[src/rtl/abt_pkg.sv]
// Shared types, constants and command codes of the access bitmap tracker.
package abt_pkg;

  localparam int ADDR_BITS        = 48;
  localparam int SIZE_W           = 8;
  localparam int FOUND_W          = 10;
  localparam int PAGE_SHIFT_MIN   = 8;
  localparam int PG_MAX_W         = ADDR_BITS - PAGE_SHIFT_MIN;
  localparam int BK_MAX_W         = 16;
  localparam int QUEUE_DEPTH      = 2;

  localparam int DEF_PAGE_SHIFT   = 12;
  localparam int DEF_BUCKET_SHIFT = 2;
  localparam int DEF_PAGE_SLOTS   = 16;

  localparam logic [1:0] CMD_MARK = 2'd0;
  localparam logic [1:0] CMD_TEST = 2'd1;
  localparam logic [1:0] CMD_NEXT = 2'd2;
  localparam logic [1:0] CMD_PREV = 2'd3;

  typedef struct packed {
    logic [1:0]           cmd;
    logic                 access_kind;
    logic [ADDR_BITS-1:0] address;
    logic [SIZE_W-1:0]    access_size;
  } in_t;

  typedef struct packed {
    logic               hit;
    logic [FOUND_W-1:0] found_bucket;
    logic               page_present;
    logic               overflow;
  } out_t;

  // Classified item: page, span limits in buckets, and which spans to mark.
  typedef struct packed {
    logic [1:0]          cmd;
    logic                kind;
    logic [PG_MAX_W-1:0] page;
    logic                do1;
    logic                do2;
    logic [BK_MAX_W-1:0] b_first;
    logic [BK_MAX_W-1:0] b_last;
    logic [BK_MAX_W-1:0] b2_last;
  } job_t;

endpackage

[src/rtl/abt_queue.sv]
// Small job queue between the front end and the back end.
module abt_queue (
  input  logic          clk,
  input  logic          rst_n,
  input  logic          push,
  input  abt_pkg::job_t push_job,
  input  logic          pop,
  output abt_pkg::job_t head_job,
  output logic          full,
  output logic          not_empty
);

  localparam int PTR_W = $clog2(abt_pkg::QUEUE_DEPTH);
  localparam int CNT_W = $clog2(abt_pkg::QUEUE_DEPTH + 1);

  abt_pkg::job_t     q_mem_r [abt_pkg::QUEUE_DEPTH];
  logic [PTR_W-1:0]  wr_ptr_r;
  logic [PTR_W-1:0]  rd_ptr_r;
  logic [CNT_W-1:0]  cnt_r;

  assign full      = (cnt_r == CNT_W'(abt_pkg::QUEUE_DEPTH));
  assign not_empty = (cnt_r != '0);
  assign head_job  = q_mem_r[rd_ptr_r];

  always_ff @(posedge clk) begin
    if (push) begin
      q_mem_r[wr_ptr_r] <= push_job;
    end
  end

  always_ff @(posedge clk) begin
    if (!rst_n) begin
      wr_ptr_r <= '0;
      rd_ptr_r <= '0;
      cnt_r    <= '0;
    end else begin
      if (push) begin
        wr_ptr_r <= wr_ptr_r + 1'b1;
      end
      if (pop) begin
        rd_ptr_r <= rd_ptr_r + 1'b1;
      end
      if (push && !pop) begin
        cnt_r <= cnt_r + 1'b1;
      end else if (pop && !push) begin
        cnt_r <= cnt_r - 1'b1;
      end
    end
  end

endmodule

[config.mk]
export PLATFORM = sky130hd
export DESIGN_NAME = abt_queue
export DESIGN_NICKNAME = d
export VERILOG_FILES = /design/src/rtl/abt_pkg.sv /design/src/rtl/abt_queue.sv
export SDC_FILE = /design/constraint.sdc
export NUM_CORES = 1
export LEC_CHECK = 0
export ABC_CLOCK_PERIOD_IN_PS = 4750
export BUFFER_PORTS_ARGS = -buffer_cell sky130_fd_sc_hd__buf_2
export CAP_MARGIN = 40
export CELL_PAD_IN_SITES_DETAIL_PLACEMENT = 1
export CELL_PAD_IN_SITES_GLOBAL_PLACEMENT = 1
export CORE_AREA = 2 2 138 140
export DETAILED_ROUTE_END_ITERATION = 8
export DIE_AREA = 0 0 140 142
export GPL_TIMING_DRIVEN = 0
export PLACE_DENSITY_LB_ADDON = 0.25
export SLEW_MARGIN = 30
export SYNTH_ARGS = -nofsm -noshare
export SYNTH_HDL_FRONTEND = slang
export SYNTH_SLANG_ARGS = --single-unit
[constraint.sdc]
create_clock -name clk -period 4.75 [get_ports clk]
set_input_delay 0.2375 -clock clk [delete_from_list [all_inputs] [get_ports clk]]
set_output_delay 0.2375 -clock clk [all_outputs]
set_load 0.005 [all_outputs]
* Word level (Yosys, flattened, before mapping) *
Memories as Yosys holds them, arrays and structs flattened. A register that Yosys moved wholly into a read port is not among the register bits.
Cells that the tools add are included.

storage, ports and cells
  bits in writable memories = 186
  output and inout port bits = 95
  memory bits (read-only) = 0
  memories = 1
  logic and storage cells = 21
  bits in registers = 4
  bits of input ports = 97
  latch bits = 0

memory list
  name     words  bits a word  rd ports  clocked after memory_dff  write ports  line             text
  q_mem_r  2      93           1         1                         1            abt_queue.sv:16  abt_pkg::job_t q_mem_r [abt_pkg::QUEUE_DEPTH];

cells by class
  shifts and indexed selects = 0
  $lt $le $gt $ge = 0
  div/mod/pow operators = 0
  $add $sub $neg = 4
  reduce and logical (&&, ||, !) cells = 6
  $mul = 0
  equality and inequality tests = 1
  bitwise operators = 0
  muxes and demuxes = 6

operators by type and width
  cell                   count
  $mux W1                4
  $mux W2                2
  $reduce_bool A2 Y1     2
  $add A1 B1 Y1 const B  2
  $add A2 B1 Y2 const B  1
  $eq A2 B2 Y1 const B   1
  $logic_and A1 B1 Y1    2
  $logic_not A1 Y1       2
  $sub A2 B1 Y2 const B  1

* Logic depth before layout (Yosys ltp) *
  word-level depth = 4
  mapped depth = 5
  gate-level depth less buffers = 5

* Worst setup path after synthesis *
Ideal clock, no wire load.

  path kind = reg-to-reg
  from = reg wr_ptr_r
  to = mem q_mem_r[0][0] in the netlist's numbering (enable)
  buffers on the path = 0
  setup slack = -246 ps
  stages on the path, launching flop included = 2
  data arrival time = 4439 ps
  clock period less this slack = 4996 ps
  data required time = 4193 ps
  cell sequence = dfxtp_1 > nor2b_1

RTL lines
  item                    line             text
  from (decl)             abt_queue.sv:17  logic [PTR_W-1:0] wr_ptr_r;
  from (signal assigned)  abt_queue.sv:38  wr_ptr_r <= wr_ptr_r + 1'b1;
  to (decl)               abt_queue.sv:16

Straight into the memory's write port.

==> flow_metrics.env <==
export IMPL_outcome="complete, but fails checks"
export IMPL_violations="DRC"
export IMPL_path_delay_family="buffers and inverters"
export IMPL_p_switching_uw=827
export IMPL_start_util_pct=39.1
export IMPL_core_area_sq_um=18500
export IMPL_r2r_slack_ps=3190
export IMPL_crit_chain="buf_4 -> buf_6 -> mux2_4 -> buf_2"
export IMPL_worstPathArrival_ps=1700
export IMPL_r2r_end="q_mem_r[0][29]$_DFFE_PP_"
export IMPL_htreeDepth=4
export IMPL_wire_per_inst_um=17.6
export IMPL_ios=192
export IMPL_die_x_um=140
export IMPL_antenna_found_initial=0
export IMPL_hold_ws_ps=15.8
export IMPL_yosysSeqAreaShare_pct=78.8
export IMPL_hold_viol_final=0
export IMPL_slew_headroom_pct=73.5
export IMPL_slowest_stage="dfxtp_1"
export IMPL_r2r_start="wr_ptr_r$_SDFFE_PN0P_"
export IMPL_final_core_util_pct=55.0
export IMPL_ir_drop_uv=236
export IMPL_ys_ff_latch=191
export IMPL_setup_slack_ps=2810
export IMPL_netlist_top_cell_by_area="edfxtp_1"
export IMPL_slew_viol_final=0
export IMPL_clk_pin_slew_ps=70
export IMPL_grt_pass1_vias=4345
export IMPL_firstDrtPassIters=7
export IMPL_worstMarginPinSlew_ps=398
export IMPL_setup_viol_count_final=0
export IMPL_vias=3945
export IMPL_post_cts_buffers=0
export IMPL_crit_path_end_kind="output pin"
export IMPL_die_h_um=142
export IMPL_syn_avg_cell_area_sq_um=23.2
export IMPL_p_leak_uw=0.00403
export IMPL_syn_area_sq_um=7210
export IMPL_cell_internal_pwr_uw=3150
export IMPL_syn_to_final_growth_pct=40.8
export IMPL_critPathRequiredTime_ps=4510
export IMPL_synthCells=311
export IMPL_critPathKind="flop to output pin"
export IMPL_yosysWarnings=0
export IMPL_fin_skew_ps=5.60
export IMPL_cts_tree="done"
export IMPL_switching_share_pct=20.8
export IMPL_crit_buf_inv=3
export IMPL_seqCellArea_sq_um=5690
export IMPL_finalSetupTns_ps=0
export IMPL_drv_cap=0
export IMPL_grtUsageTotal_pct=15.8
export IMPL_clock_sinks=191
export IMPL_dieArea_sq_um=19900
export IMPL_cts_root_buf="clkbuf_16"
export IMPL_antenna_left=0
export IMPL_cts_buffer_depth=2
export IMPL_vias_per_cell=4.58
export IMPL_clk_latency_ps=420
export IMPL_gr_total_overflow=0
export IMPL_fill_cells=1709
export IMPL_synth_async_reset_ratio_pct=0
export IMPL_worstSetupEndpoint="head_job[3]"
export IMPL_cts_buffers=17
export IMPL_drive_above_1_share_pct=53.5
export IMPL_r2r_cells=4
export IMPL_gp_congestion=0.654
export IMPL_yosys_cell_types_count=19
export IMPL_synth_top_area_share_pct=77.4
export IMPL_wl_mm=15.1
export IMPL_grt_max_degree=37
export IMPL_num_rows=50
export IMPL_pwr_share_seq_pct=49.5
export IMPL_synth_edff_count=186
export IMPL_grt_pass1_wl_mm=23.6
export IMPL_post_route_period_util_pct=40.8
export IMPL_start_kind="flop"
export IMPL_ys_flop_type="edfxtp_1"
export IMPL_fin_nets=713
export IMPL_drt_first_iter_violations=168
export IMPL_slowest_delay_ps=340
export IMPL_power_density_nw_per_um2=391
export IMPL_dp_slack_ps=3110
export IMPL_power_frac_clock_pct=38.2
export IMPL_synth_common_cells="186 x edfxtp_1, 70 x mux2_4, 23 x mux2_2"
export IMPL_synth_area_leaders="edfxtp_1 77%, mux2_4 15%, mux2_2 3.6%, dfxtp_1 1.4%, buf_6 1.1%"
export IMPL_dp_hpwl_mm=9.59
export IMPL_multi_input_area_sq_um=1440
export IMPL_cp_max_fo=10
export IMPL_num_antenna_cells=0
export IMPL_comb_power_share_pct=12.2
export IMPL_period_needed_ps=1940
export IMPL_synth_most_common_cell="edfxtp_1"
export IMPL_critical_path_depth=4
export IMPL_hold_path_class="primary input to flop"
export IMPL_fmax_mhz=515
export IMPL_rsz0062_at_grt="no"
export IMPL_portBuffers=191
export IMPL_remaining_drc_errors=15
export IMPL_ctsResizeCount=0
export IMPL_syn_nets=409
-- layout by cell type, fill, tap and decap left out, types with 2 or more instances in the layout --
cell type	netlist	final
xor2_1	2	2
clkinv_4	0	2
mux2_2	23	23
clkinv_2	0	3
dlygate4sd3_1	0	87
edfxtp_1	186	186
buf_2	2	193
mux2_4	70	70
bufinv_16	0	4
buf_16	0	5
clkbuf_8	0	2
inv_6	0	3
clkbuf_16	0	17
buf_12	0	2
dfxtp_1	5	5
buf_6	7	7
and2_1	4	3
-- how the worst min path moves through the flow --
| stage | startpoint | end | slack, ps | depth (start not counted) |
|---|---|---|---|---|
| 2_1_floorplan | push_job[0] | q_mem_r[0][0]$_DFFE_PP_ | 340 | 0 |
| 4_1_cts | push_job[70] | q_mem_r[1][70]$_DFFE_PP_ | 0.6 | 1 |
| 3_3_place_gp | push_job[91] | q_mem_r[0][91]$_DFFE_PP_ | 430 | 1 |
| 3_5_place_dp | push_job[83] | q_mem_r[0][83]$_DFFE_PP_ | 430 | 1 |
| 6_report | push_job[44] | q_mem_r[0][44]$_DFFE_PP_ | 20 | 1 |
| 5_1_grt | push_job[70] | q_mem_r[1][70]$_DFFE_PP_ | 6 | 1 |
-- power by group through the flow --
stage	sequential (uW)	combinational (uW)	clock [uW]
finish	1970	486	1520
detailed placement	2010	434	0
global placement	2010	399	0
floorplan	2000	234	0
global route	1980	527	1620
CTS	1970	494	1570
-- logic make-up after synthesis --
kind of cell,share of synthesized area [%]
compound gates,0.278
fa+ha+maj,0.173
buf+inv,1.39
flops,78.8
xor+xnor,0.364
mux,18.2
simple gates,0.815
-- layer usage --
metal | global-route usage (%) | routed length [um]
met5 | 0 | 0
met3 | 4.85 | 964
met2 | 26.7 | 7820
met1 | 19.1 | 6120
met4 | 6.43 | 232
-- timing repair --
| item | 4_1_cts | 5_1_grt |
|---|---|---|
| hold buffers | 87 | 0 |
| endpoints found under the setup margin | 0 | 0 |
| endpoints found under the hold margin | 173 | 0 |
-- final cells by class --
cell class / instances / area share, %
flip-flops and latches: 191 / 56.0
repair buffers: 285 / 19.7
multi-input cells: 109 / 14.2
clock buffers: 20 / 4.50
well taps: 234 / 2.88
clock inverters: 12 / 1.76
plain buffers: 10 / 0.949
inverters: 1 / 0.0370
-- sequential cells by signal, summed over array words and instances, names as in the netlist, named ones only --
signal    flops
q_mem_r     186
cnt_r         2
rd_ptr_r      1
wr_ptr_r      1
-- stage by stage --
| step | instances | power [uW] | instance area (sq um) |
|---|---|---|---|
| 2_1_floorplan | 311 | 2240 | 7220 |
| 5_1_grt | 862 | 4120 | 10200 |
| 3_5_place_dp | 743 | 2440 | 8650 |
| 6_report | 862 | 3980 | 10200 |
| 4_1_cts | 862 | 4030 | 10200 |
| 3_3_place_gp | 736 | 2410 | 8460 |
No activity file was read; power rests on OpenSTA's default activity.
