===== src/rtl/abt_pkg.sv =====
// Shared types, constants and command codes of the access bitmap tracker.
package abt_pkg;

  localparam int ADDR_BITS        = 48;
  localparam int SIZE_W           = 8;
  localparam int FOUND_W          = 10;
  localparam int PAGE_SHIFT_MIN   = 8;
  localparam int PG_MAX_W         = ADDR_BITS - PAGE_SHIFT_MIN;
  localparam int BK_MAX_W         = 16;
  localparam int QUEUE_DEPTH      = 2;

  localparam int DEF_PAGE_SHIFT   = 12;
  localparam int DEF_BUCKET_SHIFT = 2;
  localparam int DEF_PAGE_SLOTS   = 16;

  localparam logic [1:0] CMD_MARK = 2'd0;
  localparam logic [1:0] CMD_TEST = 2'd1;
  localparam logic [1:0] CMD_NEXT = 2'd2;
  localparam logic [1:0] CMD_PREV = 2'd3;

  typedef struct packed {
    logic [1:0]           cmd;
    logic                 access_kind;
    logic [ADDR_BITS-1:0] address;
    logic [SIZE_W-1:0]    access_size;
  } in_t;

  typedef struct packed {
    logic               hit;
    logic [FOUND_W-1:0] found_bucket;
    logic               page_present;
    logic               overflow;
  } out_t;

  // Classified item: page, span limits in buckets, and which spans to mark.
  typedef struct packed {
    logic [1:0]          cmd;
    logic                kind;
    logic [PG_MAX_W-1:0] page;
    logic                do1;
    logic                do2;
    logic [BK_MAX_W-1:0] b_first;
    logic [BK_MAX_W-1:0] b_last;
    logic [BK_MAX_W-1:0] b2_last;
  } job_t;

endpackage


===== src/rtl/abt_front.sv =====
// Front end: configuration register and classification of an item into a job.
module abt_front #(
  parameter int PAGE_SHIFT   = abt_pkg::DEF_PAGE_SHIFT,
  parameter int BUCKET_SHIFT = abt_pkg::DEF_BUCKET_SHIFT
) (
  input  logic          clk,
  input  logic          rst_n,
  input  logic          cfg_wr_en,
  input  logic          cfg_wr_data,
  input  abt_pkg::in_t  in_item,
  output abt_pkg::job_t job
);

  localparam int PG_W       = abt_pkg::ADDR_BITS - PAGE_SHIFT;
  localparam int PAGE_BYTES = 1 << PAGE_SHIFT;

  logic                  coalescing_r;
  logic [PG_W-1:0]       page;
  logic [16:0]           off17;
  logic [16:0]           size17;
  logic [16:0]           avail;
  logic [16:0]           n1;
  logic [16:0]           end1;
  logic [16:0]           rem;
  logic [15:0]           bucket;

  always_ff @(posedge clk) begin
    if (!rst_n) begin
      coalescing_r <= 1'b1;
    end else if (cfg_wr_en) begin
      coalescing_r <= cfg_wr_data;
    end
  end

  always_comb begin
    page   = in_item.address[abt_pkg::ADDR_BITS-1:PAGE_SHIFT];
    off17  = 17'(in_item.address[PAGE_SHIFT-1:0]);
    size17 = 17'(in_item.access_size);
    avail  = 17'(PAGE_BYTES) - off17;
    n1     = (size17 < avail) ? size17 : avail;
    end1   = off17 + n1 - 17'd1;
    rem    = size17 - n1;
    bucket = 16'(off17 >> BUCKET_SHIFT);

    job.cmd     = in_item.cmd;
    job.kind    = in_item.access_kind;
    job.page    = abt_pkg::PG_MAX_W'(page);
    job.b_first = bucket;
    job.b_last  = bucket;
    job.b2_last = 16'((rem - 17'd1) >> BUCKET_SHIFT);
    job.do1     = 1'b0;
    job.do2     = 1'b0;
    if (in_item.cmd == abt_pkg::CMD_MARK) begin
      if (!coalescing_r) begin
        job.do1 = 1'b1;
      end else if (in_item.access_size != '0) begin
        job.do1    = 1'b1;
        job.b_last = 16'(end1 >> BUCKET_SHIFT);
        // tail goes to the next page unless this is the top page
        job.do2    = (rem != '0) && !(&page);
      end
    end
  end

endmodule


===== config.mk =====
export PLATFORM = sky130hd
export DESIGN_NAME = abt_front
export DESIGN_NICKNAME = d
export VERILOG_FILES = /design/src/rtl/abt_pkg.sv /design/src/rtl/abt_front.sv
export SDC_FILE = /design/constraint.sdc
export NUM_CORES = 1
export LEC_CHECK = 0
export BUFFER_PORTS_ARGS = -buffer_cell sky130_fd_sc_hd__buf_2
export CAP_MARGIN = 0
export CORE_MARGIN = 2
export CORE_UTILIZATION = 46
export DETAILED_ROUTE_END_ITERATION = 10
export GPL_TIMING_DRIVEN = 0
export PLACE_DENSITY_LB_ADDON = 0.12
export SLEW_MARGIN = 20
export SYNTH_ARGS = -nofsm -noshare
export SYNTH_HDL_FRONTEND = slang
export SYNTH_SLANG_ARGS = --single-unit

===== constraint.sdc =====
create_clock -name clk -period 9.3 [get_ports clk]
set_input_delay 0.93 -clock clk [delete_from_list [all_inputs] [get_ports clk]]
set_output_delay 0.93 -clock clk [all_outputs]
set_load 0.005 [all_outputs]

After elaboration in Yosys (flattened, before gate mapping):

Index checks and enable logic that the tools add are counted.

* register bits: 1
* bits in latches: 0
* bits in writable memories: 0
* bits in read-only memories: 0
* bits of input ports: 63
* output and inout bits: 93
* word-level logic and storage cells: 21
* memories: 0

* add/subtract/negate cells: 5
* $mul: 0
* div/mod/pow operators: 0
* magnitude comparators: 1
* equality and inequality tests: 0
* shift-type cells: 0
* muxes and demuxes: 8
* bitwise operators: 0
* reduce and logical (&&, ||, !) cells: 6

Operator list (count)
* 2-to-1 mux 15 bit: 3
* AND reduction 36 bit: 1
* subtractor 17 x 1 -> 17 bit (second input constant): 2
* adder 12 x 17 -> 17 bit: 1
* < comparator 8 x 17 -> 1 bit: 1
* 2-to-1 mux 17 bit: 1
* nonzero test 17 bit: 1
* subtractor 8 x 17 -> 17 bit: 1
* subtractor 13 x 12 -> 14 bit (first input constant): 1
* nonzero test 8 bit: 1
* 2-to-1 mux 2 bit: 2
* zero test 2 bit: 1
* 2-to-1 mux 1 bit: 2
* logical AND 1 bit: 1
* zero test 1 bit: 1

Longest topological paths before layout:

Gate-level depths: netlist of the first run.

* depth in word-level cells: 9
* depth in mapped cells: 26
* gate-level depth less buffers: 23

Worst setup path before layout of the first run:

Ideal clock, no wire load.

* path kind: input -> output
* start: in in_item[11] in the netlist's numbering
* end: out job[25] in the netlist's numbering
* arrival: 6116 ps
* data required time: 8370 ps
* slack: 2254 ps
* cell stages on the path: 26
* buffers on the path: 3
* cell sequence: nor3_1 nand2_1 nor3_1 xnor2_1 ha_1 nand4_1 a21oi_1 a2111oi_0 o21a_1 buf_2 nand2b_1 clkbuf_1 clkbuf_1 nor2_1 a21oi_1 ha_1 a21o_1 fa_1 nor2b_1 o21ai_1 a21oi_1 o21a_1 o21a_1 o21bai_1 a2111o_1 nand3_1

RTL lines
* start, declared: line abt_front.sv:10 `input abt_pkg::in_t in_item,`
* end, declared: line abt_front.sv:11 `output abt_pkg::job_t job`

==> key figures, run 1 <==
Run status
  • Status: completed

Synth
  • Share of the yosys chip area belonging to registers: less than 1%
  • Post-Syn Instances: ~400
  • Number of unique standard cell types used by synthesis: 58
  • Library cell with the highest instance count after synthesis: sky130_fd_sc_hd__buf_4
  • Proportion of register bits with asynchronous set or reset after synthesis: 0%
  • Post-Synthesis Mean Instance Area: 6.77 µm²
  • Post-synthesis instance area: between 2000 and 3000 µm²
  • Yosys warning count: 0
  • Cell type contributing the most total cell area after synthesis: sky130_fd_sc_hd__ha_1
  • Number of synthesized register bits: 1
  • Cells taking the most area after synthesis: sky130_fd_sc_hd__ha_1 (17%), sky130_fd_sc_hd__buf_4 (17%), sky130_fd_sc_hd__inv_1 (6.1%)
  • Number of enable flip-flop cells after synthesis: 0
  • Top cells by count, synth: sky130_fd_sc_hd__buf_4 (61), sky130_fd_sc_hd__inv_1 (44), sky130_fd_sc_hd__ha_1 (37)
  • Top-area cell type share of the netlist area: around 17%
  • Main flop type after synthesis: sky130_fd_sc_hd__dfxtp_1

Global routing
  • Met2 demand-to-capacity share in global routing: 44.9%
  • Congestion Overflow GR: 0
  • Wire length of the first global-routing pass: 12.5 mm
  • Antenna violations before repair: 0
  • GRT Total Usage: 22.7%
  • Grt met3 use: around 2.2%
  • Grt met1 use: between 20 and 30%
  • Most Used Layer, Global Route: met2
  • Via count of the first global-routing pass: ~2900
  • Pin count of the biggest net entering global routing: 11

Critical path
  • Master of the slowest instance on the critical path: sky130_fd_sc_hd__a2111oi_0
  • Kind of capture point of the worst setup path: output pin
  • Nature of the critical path startpoint: primary input
  • Reg-to-Reg End: coalescing_r
  • Delay of the slowest cell on the worst path: 0.74 ns
  • Critical path type: primary input to output pin
  • Worst EP required: 8.37 ns
  • Cell count of the worst reg-to-reg path: 2
  • R2R Setup Slk: about 8.7 ns
  • Arrival time at the worst endpoint: roughly 7.3 ns
  • Startpoint of the worst register-to-register path: coalescing_r
  • Cell class contributing the biggest share of worst-path delay: compound AO/OA/AOI/OAI gates
  • Worst setup path startpoint: in_item[11]
  • Maximum fanout count along the critical path: 10
  • Bufs and invs on worst path: 5

Timing
  • Max-slew headroom: 45.9%
  • Largest clock skew in the final design: 0 ns
  • Crit path time final: roughly 8.3 ns
  • Final slew viol count: 0
  • Post-route clock period utilization: 88.7%
  • Setup repair after global routing missed its margin: no
  • Total negative slack for setup checks: 0 ns
  • Fmax: ~120 MHz
  • Worst slew pin tran: 0.790 ns
  • Number of hold violations in the final report: 0
  • Final setup violation count: 0

Route
  • Vias per cell: about 5
  • Via total after detailed routing: approximately 3200
  • Wirelength, routed: 7.63 mm
  • First DRT Iteration DRCs: 143
  • Remaining antenna violation count after routing: 0
  • Wire length per cell after detailed routing: roughly 12 µm
  • Number of DRC violations after detailed routing: 0
  • Pre-Repair DR Iteration Count: 4

Hold path
  • Critical hold path startpoint: coalescing_r
  • Kind of path behind the tightest hold check: flop to flop
  • Worst hold path depth: 2
  • WHS Endpoint: coalescing_r

Power
  • P_leak: ~0.0019 µW
  • P per Cell Area: 65.7 nW/µm²
  • Largest vdd supply drop: approximately 0.035 mV

Clock tree
  • Clock latency on the worst-skew pair: 0 ns
  • Clock slew at reported path FFs: 0 ns
  • Number of buffers inserted for hold repair after clock tree synthesis: 0
  • Number of gates given a new drive strength after cts: 0
  • Number of setup buffers added after CTS: 0

Cells and area
  • Non-filler cells, final: approximately 640
  • Largest reg by FF count: coalescing_r
  • Number of nets in the final layout: approximately 660
  • Fraction of layout cells with a size suffix above 1: a little under two fifths
  • Registers with the most flip-flops: coalescing_r (1)
  • Synthesis-to-layout area growth: 31.7%
  • Number of antenna diodes: 0
  • Flip-flop count of the largest register after layout: 1

Floorplanning
  • Overall die width: 80.9 µm
  • Count of standard-cell rows: 28
  • Effective utilization at floorplan: a little under half
  • Ports placed on the boundary: 156
  • Core Box Area: slightly below 6000 µm²
  • Die height: ~80 µm
  • Die ar.: around 6600 µm²

Placed design
  • Global placer's final weighted congestion: between 0.8 and 0.9
  • DP Wirelength: around 6.7 mm
  • Number of port buffers: about 140
  • Post-placement cell count: roughly 640

Run
  • MaxCap Viol Count: 0
## worst reg2reg max path, stage by stage (launching register included)
cell,delay [ns]
sky130_fd_sc_hd__dfxtp_1,0.30
sky130_fd_sc_hd__mux2i_1,0.12
sky130_fd_sc_hd__nand2_1,0.06
## power by group
part | leakage [µW] | switching, µW | total, µW | internal (µW)
clock | 0 | 0 | 0 | 0
sequential | 0.00000829 | 0.168 | 4.81 | 4.64
combinational | 0.00192 | 121 | 231 | 110
## how the worst max path moves through the flow
stage | endpoint | cells past startpoint
after floorplan | job[25] | 26
after global placement | job[25] | 28
after detailed placement | job[25] | 28
after CTS | job[25] | 28
after global routing | job[48] | 25
final | job[25] | 28
## kinds of logic (layout without fill, tap and decap cells)
logic type / Yosys count / count (layout) / synth area share [%]
XOR/XNOR: 18 / 18 / 5.79
AND/OR/NAND/NOR: 126 / 126 / 24.3
multiplexers: 5 / 5 / 1.84
flip-flops: 1 / 1 / 0.735
buffers and inverters: 114 / 255 / 24.4
other: 2 / 19 / 0.276
AO/OA/AOI/OAI: 97 / 97 / 24.1
adder cells (fa/ha/maj): 39 / 39 / 18.5
## cell type report
| type | instances | area [µm²] |
|---|---|---|
| Fill cell | 609 | 2230 |
| Inverter | 44 | 165 |
| Timing Repair Buffer | 141 | 706 |
| Tap cell | 75 | 93.8 |
| Multi-Input combinational cell | 304 | 2100 |
| Buffer | 70 | 500 |
| Sequential cell | 1 | 20.0 |
## through the flow
step	total power, µW	setup slack (ns)	area [µm²]	util [%]	hold WS (ns)
4_1_cts	236	1.07	3590	61.7	0.488
3_3_place_gp	231	1.24	3590	61.7	0.483
2_1_floorplan	160	2.25	2790	-	0.463
3_5_place_dp	235	1.07	3590	61.7	0.486
5_1_grt	265	0.357	3590	61.7	0.530
6_report	236	1.05	3590	61.7	0.481
## routing by layer
layer  vias to the layer above  wire length (µm)
met5                         -                 0
met4                         0                21
met3                         2               457
met2                        94              3940
met1                      1432              3200
li1                       1651                 -
## placed cells by master (no fill, tap or decap), types with 4 or more instances in the layout
| cell | instances |
|---|---|
| sky130_fd_sc_hd__xor2_1 | 4 |
| sky130_fd_sc_hd__nand2_1 | 32 |
| sky130_fd_sc_hd__buf_4 | 61 |
| sky130_fd_sc_hd__a21oi_1 | 26 |
| sky130_fd_sc_hd__nor2_1 | 26 |
| sky130_fd_sc_hd__nor3_1 | 14 |
| sky130_fd_sc_hd__nand4_1 | 12 |
| sky130_fd_sc_hd__buf_2 | 142 |
| sky130_fd_sc_hd__xnor2_1 | 14 |
| sky130_fd_sc_hd__nor2b_1 | 7 |
| sky130_fd_sc_hd__o21ai_1 | 16 |
| sky130_fd_sc_hd__conb_1 | 19 |
| sky130_fd_sc_hd__a211oi_1 | 4 |
| sky130_fd_sc_hd__inv_1 | 44 |
| sky130_fd_sc_hd__clkbuf_1 | 7 |
| sky130_fd_sc_hd__mux2i_1 | 5 |
| sky130_fd_sc_hd__o21ai_0 | 9 |
| sky130_fd_sc_hd__o31ai_1 | 5 |
| sky130_fd_sc_hd__o21a_1 | 8 |
| sky130_fd_sc_hd__nand3_1 | 7 |
| sky130_fd_sc_hd__ha_1 | 37 |
Note: power is estimated with default switching activity, not from simulation.
==> inputs of run 2 (changes only) <==
Settings changed: PLACE_DENSITY set to 0.83, PLACE_DENSITY_LB_ADDON 0.12 to unset.
==> run 2 against run 1 <==
Hold slack improved by 0.028 ns. Final cell count did not move. Fmax rose by 0.80%. First-iteration DRC count rose by 29%. Register-to-register slack got worse by 0.04 ns. Flip-flop and latch count did not move. Clock skew did not move. Critical path type unchanged.
==> key figures, run 2 (same netlist as run 1, synthesis figures left out) <==
Cells and area
  • Most frequent standard cell in the layout excluding fill and tap cells: sky130_fd_sc_hd__buf_2
  • Number of nets in the final layout: between 600 and 700
  • Total non-filler cell area in the finished layout: roughly 3600 µm²
  • Number of antenna diodes: 0
  • Registers with the most flip-flops: coalescing_r (1)
  • Synthesis-to-layout area growth: 31.7%
  • Flip-flop count of the largest register after layout: 1
  • Largest reg by FF count: coalescing_r
  • Filler Cell Count: around 600
  • Most frequent cells in the layout: sky130_fd_sc_hd__buf_2 (142), sky130_fd_sc_hd__buf_4 (61), sky130_fd_sc_hd__inv_1 (44), sky130_fd_sc_hd__ha_1 (37), sky130_fd_sc_hd__nand2_1 (32)
  • Core occupancy in the finished layout: between 60% and 70%
  • Fraction of layout cells with a size suffix above 1: 38.2%

Critical path
  • Arrival time at the worst endpoint: around 7.3 ns
  • Nature of the critical path startpoint: primary input
  • Worst EP required: 8.37 ns
  • Kind of capture point of the worst setup path: output pin
  • Maximum fanout count along the critical path: 10
  • Critical path type: primary input to output pin

Timing
  • Largest clock skew in the final design: 0 ns
  • Worst slew pin tran: between 0.7 and 0.8 ns
  • Final setup violation count: 0
  • Post-route clock period utilization: 88.0%
  • Setup repair after global routing missed its margin: no
  • Max-slew headroom: about half
  • Crit path time final: around 8.2 ns
  • Number of hold violations in the final report: 0
  • Fmax: between 100 and 150 MHz
  • Final slew viol count: 0
  • WHS: approximately 0.5 ns
  • Least setup slack across all paths after layout: around 1.1 ns
  • Total negative slack for setup checks: 0 ns

Floorplanning
  • Effective utilization at floorplan: a little under half
  • Count of standard-cell rows: 28
  • Overall die width: slightly above 80 µm
  • Die ar.: around 6600 µm²
  • Die height: 80.9 µm
  • Core Box Area: slightly below 6000 µm²
  • Ports placed on the boundary: 156

Placed design
  • Placement-stage worst setup slack: between 1 and 1.5 ns
  • Number of port buffers: ~140
  • Global placer's final weighted congestion: 0.909
  • DP Wirelength: 7.07 mm
  • Standard cell area after detailed placement: around 3600 µm²

Route
  • Number of DRC violations after detailed routing: 0
  • Pre-Repair DR Iteration Count: 4
  • Via total after detailed routing: 3282
  • Remaining antenna violation count after routing: 0
  • Vias per cell: about 5.2
  • First DRT Iteration DRCs: about 190
  • Wire length per cell after detailed routing: roughly 13 µm
  • Wirelength, routed: about 8.0 mm

Run
  • MaxCap Viol Count: 0

Clock tree
  • Number of gates given a new drive strength after cts: 0
  • Number of buffers inserted for hold repair after clock tree synthesis: 0
  • Clock slew at reported path FFs: 0 ns
  • Clock latency on the worst-skew pair: 0 ns
  • Number of setup buffers added after CTS: 0

Global routing
  • Congestion Overflow GR: 0
  • GRT Total Usage: 24.1%
  • Pin count of the biggest net entering global routing: 11
  • Antenna violations before repair: 0
  • Via count of the first global-routing pass: 3140
  • Wire length of the first global-routing pass: 13.0 mm

Power
  • P_leak: 0.00193 µW
  • P per Cell Area: 66.0 nW/µm²
  • Largest vdd supply drop: a little under 0.03 mV

Hold path
  • Kind of path behind the tightest hold check: flop to flop

Run status
  • Status: completed
run 2: cell counts in the layout (fill, tap and decap cells not counted):
Identical to the previous run, type by type.
run 2: cell type report:
cell class / count / area (µm²) / area share, %
multi-input combinational: 304 / 2100 / 58.6
timing repair buffer: 141 / 706 / 19.7
buffer: 70 / 500 / 14.0
inverter: 44 / 165 / 4.61
tap: 75 / 93.8 / 2.62
sequential: 1 / 20.0 / 0.558
run 2: worst max-delay path: stages:
cell,delay (ns)
sky130_fd_sc_hd__buf_2,0.13
sky130_fd_sc_hd__nor3_1,0.46
sky130_fd_sc_hd__nand2_1,0.20
sky130_fd_sc_hd__nor3_1,0.23
sky130_fd_sc_hd__xnor2_1,0.19
sky130_fd_sc_hd__ha_1,0.31
sky130_fd_sc_hd__nand4_1,0.10
sky130_fd_sc_hd__a21oi_1,0.05
sky130_fd_sc_hd__a2111oi_0,0.67
sky130_fd_sc_hd__o21a_1,0.23
sky130_fd_sc_hd__buf_2,0.22
sky130_fd_sc_hd__nand2b_1,0.13
sky130_fd_sc_hd__clkbuf_1,0.30
sky130_fd_sc_hd__clkbuf_1,0.40
sky130_fd_sc_hd__nor2_1,0.07
sky130_fd_sc_hd__a21oi_1,0.34
sky130_fd_sc_hd__ha_1,0.32
sky130_fd_sc_hd__a21o_1,0.17
sky130_fd_sc_hd__fa_1,0.40
sky130_fd_sc_hd__nor2b_1,0.14
sky130_fd_sc_hd__o21ai_1,0.08
sky130_fd_sc_hd__a21oi_1,0.21
sky130_fd_sc_hd__o21a_1,0.16
sky130_fd_sc_hd__o21a_1,0.15
sky130_fd_sc_hd__o21bai_1,0.11
sky130_fd_sc_hd__a2111o_1,0.37
sky130_fd_sc_hd__nand3_1,0.08
sky130_fd_sc_hd__buf_2,0.11
run 2: power breakdown:
part           internal [µW]  total [µW]  switching (µW)
combinational            110         232             122
sequential              4.64        4.83           0.184
clock                      0           0               0
total                    115         237             122
run 2: final timing paths:
kind,end,slack [ns],cells past startpoint,start
setup / recovery,job[25],1.11,28,in_item[11]
hold / removal,coalescing_r,0.51,2,coalescing_r
setup reg to reg,coalescing_r,8.67,2,coalescing_r
hold reg to reg,coalescing_r,0.51,2,coalescing_r
run 2: through the flow:
step                total power, µW  cells
finish                          237    635
global route                    267    635
CTS                             237    635
detailed placement              235    635
global placement                229    635
floorplan                       160    419
run 2: per-layer routing:
metal / up-vias / part of all wire, % / track usage, %
li1: 1657 / - / -
met1: 1469 / 40 / 26.6
met2: 138 / 51 / 48.0
met3: 18 / 6.7 / 2.44
met4: 0 / 3.1 / 6.27
met5: - / 0 / 0
==> inputs of run 3 (changes only) <==
Settings changed: CORE_UTILIZATION 46 to 35, PLACE_DENSITY 0.83 to 0.66.
==> run 3 against run 2 <==
Routed wire length shrank 3.2%. Sequential power is essentially flat. Fmax shrank 0.23%. Core utilization shrank 14 points. Critical path type unchanged. Total power shrank 0.52%. Clock skew is the same. Critical endpoint is now job[6].
==> key figures, run 3 (same netlist as run 1, synthesis figures left out) <==
Floorplanning
  • Count of standard-cell rows: 32
  • Die ar.: about 8500 µm²
  • Core Box Area: 7650 µm²
  • Ports placed on the boundary: roughly 160
  • Die height: about 92 µm
  • Overall die width: approximately 90 µm
  • Effective utilization at floorplan: 35.6%

Critical path
  • R2R Setup Slk: a little under 9 ns
  • Critical path type: primary input to output pin
  • Reg-to-Reg End: coalescing_r
  • Endpoint of the most critical setup path: job[6]
  • Worst EP required: between 8 and 9 ns
  • Startpoint of the worst register-to-register path: coalescing_r
  • Nature of the critical path startpoint: primary input
  • Arrival time at the worst endpoint: about 7.3 ns
  • Kind of capture point of the worst setup path: output pin
  • Maximum fanout count along the critical path: 10
  • Worst setup path startpoint: in_item[11]
  • Cell count of the worst reg-to-reg path: 2

Power
  • P_leak: about 0.0019 µW
  • Power share of the clock group: 0%
  • Net Switching: 121 µW
  • Largest vdd supply drop: around 0.021 mV
  • Relative contribution of combinational cells to total power: a little over nine tenths
  • Relative contribution of sequential cells to total power: around 2.1%
  • P per Cell Area: 65.1 nW/µm²
  • Proportion of total power due to net switching: between 50% and 60%
  • Internal power: ~110 µW

Timing
  • Final slew viol count: 0
  • Worst slew pin tran: 0.737 ns
  • Fmax: 122 MHz
  • Post-route clock period utilization: about nine tenths
  • Largest clock skew in the final design: 0 ns
  • Number of hold violations in the final report: 0
  • Final setup violation count: 0
  • Max-slew headroom: between 40 and 50%
  • Crit path time final: a little over 8 ns
  • Setup repair after global routing missed its margin: no
  • WHS: about 0.50 ns
  • Total negative slack for setup checks: 0 ns

Global routing
  • Antenna violations before repair: 0
  • Pin count of the biggest net entering global routing: 11
  • Congestion Overflow GR: 0
  • Via count of the first global-routing pass: around 3100
  • GRT Total Usage: between 15 and 20%
  • Wire length of the first global-routing pass: around 13 mm

Cells and area
  • Registers with the most flip-flops: coalescing_r (1)
  • Most frequent standard cell in the layout excluding fill and tap cells: sky130_fd_sc_hd__buf_2
  • Largest reg by FF count: coalescing_r
  • Core occupancy in the finished layout: between 40% and 50%
  • Number of nets in the final layout: 664
  • Combined area of the multi-input logic cells: 2100 µm²
  • Synthesis-to-layout area growth: 33.0%
  • Most frequent cells in the layout: sky130_fd_sc_hd__buf_2 (142), sky130_fd_sc_hd__buf_4 (61), sky130_fd_sc_hd__inv_1 (44), sky130_fd_sc_hd__ha_1 (37), sky130_fd_sc_hd__nand2_1 (32)
  • Filler Cell Count: about 800
  • Sequential cell area in the final layout: between 20 and 25 µm²
  • Flip-flop count of the largest register after layout: 1
  • Number of antenna diodes: 0
  • Fraction of layout cells with a size suffix above 1: a little under two fifths
  • Total non-filler cell area in the finished layout: between 3000 and 4000 µm²

Placed design
  • Number of port buffers: between 100 and 150
  • Global placer's final weighted congestion: around 0.84
  • DP Wirelength: around 6.9 mm
  • Standard cell area after detailed placement: 3620 µm²

Route
  • Pre-Repair DR Iteration Count: 5
  • Remaining antenna violation count after routing: 0
  • Wire length per cell after detailed routing: about 12 µm
  • Via total after detailed routing: 3202
  • First DRT Iteration DRCs: between 150 and 200
  • Number of DRC violations after detailed routing: 0
  • Vias per cell: 4.84
  • Wirelength, routed: a little under 8 mm

Hold path
  • Kind of path behind the tightest hold check: flop to flop

Run status
  • Status: completed

Clock tree
  • Number of gates given a new drive strength after cts: 0
  • Number of buffers inserted for hold repair after clock tree synthesis: 0
  • Clock latency on the worst-skew pair: 0 ns
  • Clock slew at reported path FFs: 0 ns
  • Number of setup buffers added after CTS: 0

Run
  • MaxCap Viol Count: 0
==> run 3: cell counts in the layout (fill, tap and decap cells not counted) <==
No cell type changed its count.
==> run 3: worst max-delay path: stages <==
cell                        delay (ns)
sky130_fd_sc_hd__buf_2            0.13
sky130_fd_sc_hd__nor3_1           0.43
sky130_fd_sc_hd__nand2_1          0.22
sky130_fd_sc_hd__nor3_1           0.26
sky130_fd_sc_hd__xnor2_1          0.19
sky130_fd_sc_hd__ha_1             0.31
sky130_fd_sc_hd__nand4_1          0.11
sky130_fd_sc_hd__a21oi_1          0.04
sky130_fd_sc_hd__a2111oi_0        0.68
sky130_fd_sc_hd__o21a_1           0.24
sky130_fd_sc_hd__buf_2            0.23
sky130_fd_sc_hd__nand2b_1         0.13
sky130_fd_sc_hd__clkbuf_1         0.31
sky130_fd_sc_hd__clkbuf_1         0.40
sky130_fd_sc_hd__a21oi_1          0.23
sky130_fd_sc_hd__fa_1             0.52
sky130_fd_sc_hd__a211oi_1         0.36
sky130_fd_sc_hd__o21bai_1         0.20
sky130_fd_sc_hd__nor2_1           0.21
sky130_fd_sc_hd__o221ai_1         0.13
sky130_fd_sc_hd__o2111a_1         0.22
sky130_fd_sc_hd__a211oi_4         0.31
sky130_fd_sc_hd__nand3_4          0.16
sky130_fd_sc_hd__mux2i_1          0.20
sky130_fd_sc_hd__buf_2            0.14
==> run 3: worst min path at each step <==
stage / cells past startpoint / to / slack (ns) / start
floorplan: 2 / coalescing_r / 0.46 / coalescing_r
finish: 2 / coalescing_r / 0.50 / coalescing_r
global route: 2 / coalescing_r / 0.53 / coalescing_r
CTS: 2 / coalescing_r / 0.51 / coalescing_r
detailed placement: 2 / coalescing_r / 0.51 / coalescing_r
global placement: 2 / coalescing_r / 0.48 / coalescing_r
==> run 3: final cells by class <==
type	count	area share, %
Timing Repair Buffer	141	19.5
Multi-Input combinational cell	304	58.0
Inverter	44	4.56
Sequential cell	1	0.553
Tap cell	102	3.53
Buffer	70	13.8
==> run 3: through the flow <==
step	std cells	total power, µW	setup WS, ns
final	662	236	1.09
after global routing	662	267	0.513
after CTS	662	237	1.13
after detailed placement	662	235	1.14
after global placement	662	232	1.27
after floorplan	419	160	2.25
==> run 3: metal layers <==
layer	global-route usage (%)	up-vias	part of all wire [%]	wire length, µm
met4	1.87	0	0.84	65
li1	-	1656	-	-
met5	0	-	0	0
met1	21.3	1409	42	3250
met2	34.7	129	49	3800
met3	2.22	8	8.0	623
==> run 3: power groups by stage <==
| stage | Sequential, µW | Combinational [µW] | Clock, µW |
|---|---|---|---|
| finish | 4.83 | 231 | 0 |
| global route | 4.89 | 262 | 0 |
| CTS | 4.84 | 232 | 0 |
| detailed placement | 4.85 | 230 | 0 |
| global placement | 4.81 | 227 | 0 |
| floorplan | 4.78 | 155 | 0 |
